--- config.mk ---
export PLATFORM = sky130hd
export DESIGN_NAME = bsaes_merge
export DESIGN_NICKNAME = d
export VERILOG_FILES = /design/src/rtl/bsaes_pkg.sv /design/src/rtl/bsaes_merge.sv
export SDC_FILE = /design/constraint.sdc
export NUM_CORES = 1
export LEC_CHECK = 0
export ABC_AREA = 0
export ABC_CLOCK_PERIOD_IN_PS = 1300
export CAP_MARGIN = 10
export CORE_AREA = 2 2 401 403
export DETAILED_ROUTE_END_ITERATION = 6
export DIE_AREA = 0 0 403 405
export DONT_BUFFER_PORTS = 1
export PLACE_DENSITY_LB_ADDON = 0.1
export SYNTH_ARGS = -nofsm -noshare
export SYNTH_HDL_FRONTEND = slang
export SYNTH_SLANG_ARGS = --single-unit
--- constraint.sdc ---
create_clock -name clk -period 1.3 [get_ports clk]
set_clock_uncertainty 0.15 [all_clocks]
set_input_delay 0.26 -clock clk [delete_from_list [all_inputs] [get_ports clk]]
set_output_delay 0.26 -clock clk [all_outputs]
set_load 0.01 [all_outputs]
--- src/rtl/bsaes_pkg.sv ---
// Package with shared types, sizes and the substitution table of the bitsliced AES S-box.
`default_nettype none
package bsaes_pkg;

    localparam int PLANE_W = 64;
    localparam int LANES   = 64;
    localparam int BITS    = 8;

    typedef struct packed {
        logic [PLANE_W-1:0] plane_in7;
        logic [PLANE_W-1:0] plane_in6;
        logic [PLANE_W-1:0] plane_in5;
        logic [PLANE_W-1:0] plane_in4;
        logic [PLANE_W-1:0] plane_in3;
        logic [PLANE_W-1:0] plane_in2;
        logic [PLANE_W-1:0] plane_in1;
        logic [PLANE_W-1:0] plane_in0;
    } sbox_req_t;

    typedef struct packed {
        logic [PLANE_W-1:0] plane_out7;
        logic [PLANE_W-1:0] plane_out6;
        logic [PLANE_W-1:0] plane_out5;
        logic [PLANE_W-1:0] plane_out4;
        logic [PLANE_W-1:0] plane_out3;
        logic [PLANE_W-1:0] plane_out2;
        logic [PLANE_W-1:0] plane_out1;
        logic [PLANE_W-1:0] plane_out0;
    } sbox_rsp_t;

    typedef logic [LANES-1:0][BITS-1:0] lane_bytes_t;

    localparam logic [BITS-1:0] SBOX_TABLE [256] = '{
        8'h63, 8'h7c, 8'h77, 8'h7b, 8'hf2, 8'h6b, 8'h6f, 8'hc5,
        8'h30, 8'h01, 8'h67, 8'h2b, 8'hfe, 8'hd7, 8'hab, 8'h76,
        8'hca, 8'h82, 8'hc9, 8'h7d, 8'hfa, 8'h59, 8'h47, 8'hf0,
        8'had, 8'hd4, 8'ha2, 8'haf, 8'h9c, 8'ha4, 8'h72, 8'hc0,
        8'hb7, 8'hfd, 8'h93, 8'h26, 8'h36, 8'h3f, 8'hf7, 8'hcc,
        8'h34, 8'ha5, 8'he5, 8'hf1, 8'h71, 8'hd8, 8'h31, 8'h15,
        8'h04, 8'hc7, 8'h23, 8'hc3, 8'h18, 8'h96, 8'h05, 8'h9a,
        8'h07, 8'h12, 8'h80, 8'he2, 8'heb, 8'h27, 8'hb2, 8'h75,
        8'h09, 8'h83, 8'h2c, 8'h1a, 8'h1b, 8'h6e, 8'h5a, 8'ha0,
        8'h52, 8'h3b, 8'hd6, 8'hb3, 8'h29, 8'he3, 8'h2f, 8'h84,
        8'h53, 8'hd1, 8'h00, 8'hed, 8'h20, 8'hfc, 8'hb1, 8'h5b,
        8'h6a, 8'hcb, 8'hbe, 8'h39, 8'h4a, 8'h4c, 8'h58, 8'hcf,
        8'hd0, 8'hef, 8'haa, 8'hfb, 8'h43, 8'h4d, 8'h33, 8'h85,
        8'h45, 8'hf9, 8'h02, 8'h7f, 8'h50, 8'h3c, 8'h9f, 8'ha8,
        8'h51, 8'ha3, 8'h40, 8'h8f, 8'h92, 8'h9d, 8'h38, 8'hf5,
        8'hbc, 8'hb6, 8'hda, 8'h21, 8'h10, 8'hff, 8'hf3, 8'hd2,
        8'hcd, 8'h0c, 8'h13, 8'hec, 8'h5f, 8'h97, 8'h44, 8'h17,
        8'hc4, 8'ha7, 8'h7e, 8'h3d, 8'h64, 8'h5d, 8'h19, 8'h73,
        8'h60, 8'h81, 8'h4f, 8'hdc, 8'h22, 8'h2a, 8'h90, 8'h88,
        8'h46, 8'hee, 8'hb8, 8'h14, 8'hde, 8'h5e, 8'h0b, 8'hdb,
        8'he0, 8'h32, 8'h3a, 8'h0a, 8'h49, 8'h06, 8'h24, 8'h5c,
        8'hc2, 8'hd3, 8'hac, 8'h62, 8'h91, 8'h95, 8'he4, 8'h79,
        8'he7, 8'hc8, 8'h37, 8'h6d, 8'h8d, 8'hd5, 8'h4e, 8'ha9,
        8'h6c, 8'h56, 8'hf4, 8'hea, 8'h65, 8'h7a, 8'hae, 8'h08,
        8'hba, 8'h78, 8'h25, 8'h2e, 8'h1c, 8'ha6, 8'hb4, 8'hc6,
        8'he8, 8'hdd, 8'h74, 8'h1f, 8'h4b, 8'hbd, 8'h8b, 8'h8a,
        8'h70, 8'h3e, 8'hb5, 8'h66, 8'h48, 8'h03, 8'hf6, 8'h0e,
        8'h61, 8'h35, 8'h57, 8'hb9, 8'h86, 8'hc1, 8'h1d, 8'h9e,
        8'he1, 8'hf8, 8'h98, 8'h11, 8'h69, 8'hd9, 8'h8e, 8'h94,
        8'h9b, 8'h1e, 8'h87, 8'he9, 8'hce, 8'h55, 8'h28, 8'hdf,
        8'h8c, 8'ha1, 8'h89, 8'h0d, 8'hbf, 8'he6, 8'h42, 8'h68,
        8'h41, 8'h99, 8'h2d, 8'h0f, 8'hb0, 8'h54, 8'hbb, 8'h16
    };

    function automatic logic [BITS-1:0] sbox_lookup(input logic [BITS-1:0] value);
        return SBOX_TABLE[value];
    endfunction

endpackage
`default_nettype wire

--- src/rtl/bsaes_merge.sv ---
// Merging stage: transposes lane bytes back into bit planes and registers the result.
`default_nettype none
module bsaes_merge (
    input  wire logic                  clk,
    input  wire logic                  rst_n,
    input  wire logic                  valid,
    input  wire bsaes_pkg::lane_bytes_t lane_sub,
    output logic                       done,
    output bsaes_pkg::sbox_rsp_t       result
);
    import bsaes_pkg::*;

    logic [BITS-1:0][PLANE_W-1:0] plane_next;
    sbox_rsp_t                    result_reg;
    sbox_rsp_t                    result_next;
    logic                         done_reg;

    // Lanes at or above LANES stay zero in every plane.
    always_comb
    begin
        plane_next = '0;
        for (int l = 0; l < LANES; l++)
        begin
            for (int k = 0; k < BITS; k++)
            begin
                plane_next[k][l] = lane_sub[l][k];
            end
        end
        result_next.plane_out0 = plane_next[0];
        result_next.plane_out1 = plane_next[1];
        result_next.plane_out2 = plane_next[2];
        result_next.plane_out3 = plane_next[3];
        result_next.plane_out4 = plane_next[4];
        result_next.plane_out5 = plane_next[5];
        result_next.plane_out6 = plane_next[6];
        result_next.plane_out7 = plane_next[7];
    end

    always_ff @(posedge clk or negedge rst_n)
    begin
        if (!rst_n)
        begin
            done_reg <= 1'b0;
        end
        else
        begin
            done_reg <= valid;
        end
    end

    always_ff @(posedge clk)
    begin
        if (valid)
        begin
            result_reg <= result_next;
        end
    end

    assign done   = done_reg;
    assign result = result_reg;

endmodule
`default_nettype wire

==> reports/qor.yml, run 1 <==
status:
  status: "stopped before the end"
  lastStage: "clock tree synthesis"
  error: "[ERROR RSZ-0060] Max buffer count reached."
clocking:
  post_cts_resized: 3
  cts_inserted_buffers: 68
  post_cts_buffers: 0
  htree_levels: 3
  cts-root-buf: "clkbuf_16"
  cts_hold_buf: 545
  clockBufferDepth: 3
  cts.sinks: 513
floorplan:
  fp.dieW_um: 403
  ios: 1028
  row_count: 147
  die_h_um: 405
  start_util_pct: 9.67
synth:
  muxShareOfSynthArea_pct: 0
  syn_avg_cell_area_um2: 30.0
  synthXorXnorAreaFrac_pct: 0
  syn_nets: 1028
  synthAdderAreaFrac_pct: 0
  yosys_warnings: 0
  yosys.area_share.simple_pct: 0
  yosysUniqueCellTypes: 2
  synthCells: 513
  ys_seq_area_share_pct: 100
  synth_compound_area_share_pct: 0
  netlist_area_um2: 15400
  ys_ff_latch: 513
placement:
  finalWeightedCongestion: 0.720
  portBuffers: 0
-- synth_stat cells --
master / count / area [um2]
edfxtp_1: 512 / 15400
dfrtp_1: 1 / 25.0
-- metrics by stage --
| step | cell area [um2] | hold slack (ps) | std cells | util [%] | setup slack [ps] |
|---|---|---|---|---|---|
| after detailed placement | 18000 | -186 | 2602 | 11.3 | 149 |
| after global placement | 18000 | -185 | 2602 | 11.3 | 202 |
| after floorplan | 15400 | -186 | 513 | - | 496 |
-- logic make-up after synthesis --
logic type	after synthesis
flops	513
==> run 2, diff against run 1 <==
--- a/config.mk
+++ b/config.mk
@@ -8,11 +8,11 @@
 export ABC_AREA = 0
 export ABC_CLOCK_PERIOD_IN_PS = 1300
 export CAP_MARGIN = 10
-export CORE_AREA = 2 2 401 403
+export CORE_AREA = 2 2 396 398
 export DETAILED_ROUTE_END_ITERATION = 6
-export DIE_AREA = 0 0 403 405
+export DIE_AREA = 0 0 398 400
 export DONT_BUFFER_PORTS = 1
-export PLACE_DENSITY_LB_ADDON = 0.1
+export PLACE_DENSITY_LB_ADDON = 0.15
 export SYNTH_ARGS = -nofsm -noshare
 export SYNTH_HDL_FRONTEND = slang
 export SYNTH_SLANG_ARGS = --single-unit
==> run 2 against run 1 <==
Effect of this change: the flow now finishes, with violations (hold timing, slew limit, setup timing); synthesized cell count stayed put; area after synthesis stayed put.
==> reports/qor.yml, run 2 <==
power_and_ir_drop:
  power_leakage_nw: 8.10
  irDropWorstVdd_uv: 682
  combPwrFrac_pct: 3.5
  power_mw: 39.1
  intPower_mw: 30.6
  switchingPower_mw: 8.53
  switching_share_pct: 21.8
  p_seq_share_pct: 54.3
  clkPwrFrac_pct: 42.2
  power_density_nw_per_um2: 1560
setup_path:
  arrival_ps: 1200
  required_ps: 890
  cp_max_fo: 1
  endpoint_kind: "output pin"
  crit_type: "flip-flop to output pin"
  cp-start-kind: "flip-flop"
placement:
  dp_slack_ps: 124  # -25.4 ps
  portBuffers: 0  # unchanged
  placed_cells: 2571  # -1.2%
  finalWeightedCongestion: 0.753  # +4.6%
clocking:
  cts-root-buf: "clkbuf_16"
  htree_levels: 2  # -1
  clockBufferDepth: 3  # unchanged
  cts_tree: "built"
  post_cts_buffers: 0  # unchanged
  clk_pin_slew_ps: 60
  cts_inserted_buffers: 60  # -12%
  cts_hold_buf: 517  # -5.1%
  cts.sinks: 513  # unchanged
status:
  status: "complete, but fails checks"
  violations: "hold timing, slew limit, setup timing"
global_route:
  grt_max_degree: 514
  grt_pass1_vias: 8610
  gr-total-overflow: 0
  antenna_found_initial: 18
  grt_pass1_wl_mm: 66.0
  grt.total_usage_pct: 5.92
final_layout:
  final_cells: 3208
  layout_commonest_cell: "dlygate4sd3_1"
  multi_input_gates: 0
  most-common-layout-cells: "dlygate4sd3_1, edfxtp_1, clkbuf_16"
  largest_register_ffs: 512
  drive_gt1_share_pct: 7.46
  syn2layout_area_growth_pct: 63.0
  fin_nets: 1607
  multi_input_area_um2: 0
routing:
  viasPerCell: 2.41
  wl_per_cell_um: 16.3
  drtPass1Iterations: 4
  drtAntennaViolNets: 0
  drc_errors: 0
  wirelength_mm: 52.4
  initialDrtViolationCount: 443
  vias: 7730
timing:
  hold_violations: 70
  rsz0062_at_grt: "true"
  post-route-min-period_ps: 1610
  maxSlewViolCount: 121
  tightest_slew_ps: 1790
  fin_setup_tns_ps: -95930
  fin_ws_ps: -308
  max_clock_freq_ghz: 0.622
  hold_slack_ps: -345
  setup_viol: 600
  fin_crit_sh_pct: 124
  maxSlewHeadroom_pct: -19.1
synth:
  async_flop_share_pct: 0.195  # unchanged
  synth_top_cells_by_count: "edfxtp_1, dfrtp_1"
  yosys_warnings: 0  # unchanged
  syn_nets: 1028  # unchanged
  synthMostInstantiatedCell: "edfxtp_1"
  synth_flop_cell: "edfxtp_1"
  yosysTopAreaCell: "edfxtp_1"
  yosysTopAreaCellShare_pct: 99.8  # unchanged
  netlist_area_um2: 15400  # unchanged
  syn_avg_cell_area_um2: 30.0  # unchanged
  ys_seq_area_share_pct: 100  # unchanged
  ys_ff_latch: 513  # unchanged
  synthCells: 513  # unchanged
  synth_edf_count: 512  # unchanged
  synthTopCellsByArea: "edfxtp_1, dfrtp_1"
  yosysUniqueCellTypes: 2  # unchanged
floorplan:
  core_area_um2: 155000
  die_h_um: 400  # -1.2%
  start_util_pct: 9.93  # +0.26 points
  die-area_um2: 159000
  fp.dieW_um: 398  # -1.2%
  row_count: 145  # -1.4%
  ios: 1028  # unchanged
hold_path:
  hold_path.class: "input port to flip-flop"
job:
  drv_cap: 0
==> run 2: cell type report <==
class,instances,area (um2)
Sequential cell,513,15400
Fill cell,16890,130000
Clock inverter,38,357
Timing Repair Buffer,517,5170
Tap cell,2058,2570
Clock buffer,72,1570
Antenna cell,10,25.0
==> run 2: path summary, 6_finish.rpt <==
kind	from	to	slack, ps	depth (start not counted)
setup / recovery	result[9]	result[9]	-310	0
hold / removal	valid	result[225]	-340	0
max in group asynchronous	rst_n	done	630	2
min in group asynchronous	rst_n	done	250	2
==> run 2: timing repair <==
item / CTS / global route
gates cloned: 0 / 0
pin swaps: 0 / 0
hold endpoints to repair: 1026 / 185
endpoints found under the setup margin: 513 / 513
gates resized for setup: 0 / 0
==> run 2: cell families after synthesis <==
kind of cell / after synthesis / share of synthesized area, %
flip-flops: 513 / 100
==> run 2: power by group through the flow <==
| stage | logic, mW | clock network (mW) | registers (mW) |
|---|---|---|---|
| floorplan | 0 | 0 | 21.1 |
| finish | 1.37 | 16.5 | 21.2 |
| detailed placement | 0 | 0 | 21.6 |
| global route | 1.47 | 17.9 | 21.3 |
| global placement | 0 | 0 | 21.7 |
| CTS | 1.39 | 17.3 | 21.3 |
==> run 2: per-layer routing <==
layer | vias to the layer above | GRT usage (%) | share of wire [%]
met4 | 14 | 2.78 | 3.4
li1 | 3282 | - | -
met2 | 567 | 11.0 | 55
met5 | - | 0 | 0.18
met1 | 3778 | 5.31 | 31
met3 | 89 | 2.90 | 10
==> run 2: stage by stage <==
step                      hold WS (ps)  util, %  cell area [um2]
after floorplan                   -186        -            15400
after global placement            -185     11.6            18000
final                             -345     16.2            25100
after global routing              -437     16.2            25100
after detailed placement          -185     11.6            18000
after CTS                         -449     16.2            25100
Note: power is estimated with default switching activity, not from simulation.
==> run 3, diff against run 2 <==
==> constraint.sdc (replaced) <==
create_clock -name clk -period 1.3 [get_ports clk]
set_clock_uncertainty 0.15 [all_clocks]
set_input_delay 0.065 -clock clk [delete_from_list [all_inputs] [get_ports clk]]
set_output_delay 0.065 -clock clk [all_outputs]
set_load 0.01 [all_outputs]
==> run 3 against run 2 <==
Effect of this change: synthesized cell count is the same; area after synthesis is the same; the run now fails in clock tree synthesis.
==> reports/qor.yml, run 3 <==
floorplan:
  start_util_pct: 9.93  # unchanged
  row_count: 145  # unchanged
  fp.dieW_um: 398  # unchanged
  ios: 1028  # unchanged
  die_h_um: 400  # unchanged
clocking:
  cts_hold_buf: 537  # +3.9%
  cts-root-buf: "clkbuf_16"
  htree_levels: 2  # unchanged
  cts_inserted_buffers: 59  # -1.7%
  clockBufferDepth: 3  # unchanged
  post_cts_buffers: 0  # unchanged
  post_cts_resized: 0  # unchanged
  cts.sinks: 513  # unchanged
synth:
  ys_seq_area_share_pct: 100  # unchanged
  netlist_area_um2: 15400  # unchanged
  synthTopCellsByArea: "edfxtp_1, dfrtp_1"
  syn_nets: 1028  # unchanged
  synthMostInstantiatedCell: "edfxtp_1"
  syn_avg_cell_area_um2: 30.0  # unchanged
  synth_top_cells_by_count: "edfxtp_1, dfrtp_1"
  ys_ff_latch: 513  # unchanged
  yosysTopAreaCellShare_pct: 99.8  # unchanged
  async_flop_share_pct: 0.195  # unchanged
  yosys_warnings: 0  # unchanged
  yosysUniqueCellTypes: 2  # unchanged
  yosysTopAreaCell: "edfxtp_1"
  synth_edf_count: 512  # unchanged
  synth_flop_cell: "edfxtp_1"
  synthCells: 513  # unchanged
placement:
  finalWeightedCongestion: 0.759  # +0.78%
  dp_slack_ps: 347  # +224 ps
  placed_cell_area_um2: 18000  # unchanged
  portBuffers: 0  # unchanged
status:
  status: "stopped before the end"
  lastStage: "clock tree synthesis"
  error: "[ERROR RSZ-0060] Max buffer count reached."
## run 3: cell counts after synthesis
No cell type changed its count.
## run 3: logic make-up after synthesis
| group | synth area share [%] |
|---|---|
| flops | 100 |
## run 3: stage by stage
step	instances	utilization, %
after floorplan	513	-
after global placement	2571	11.6
after detailed placement	2571	11.6
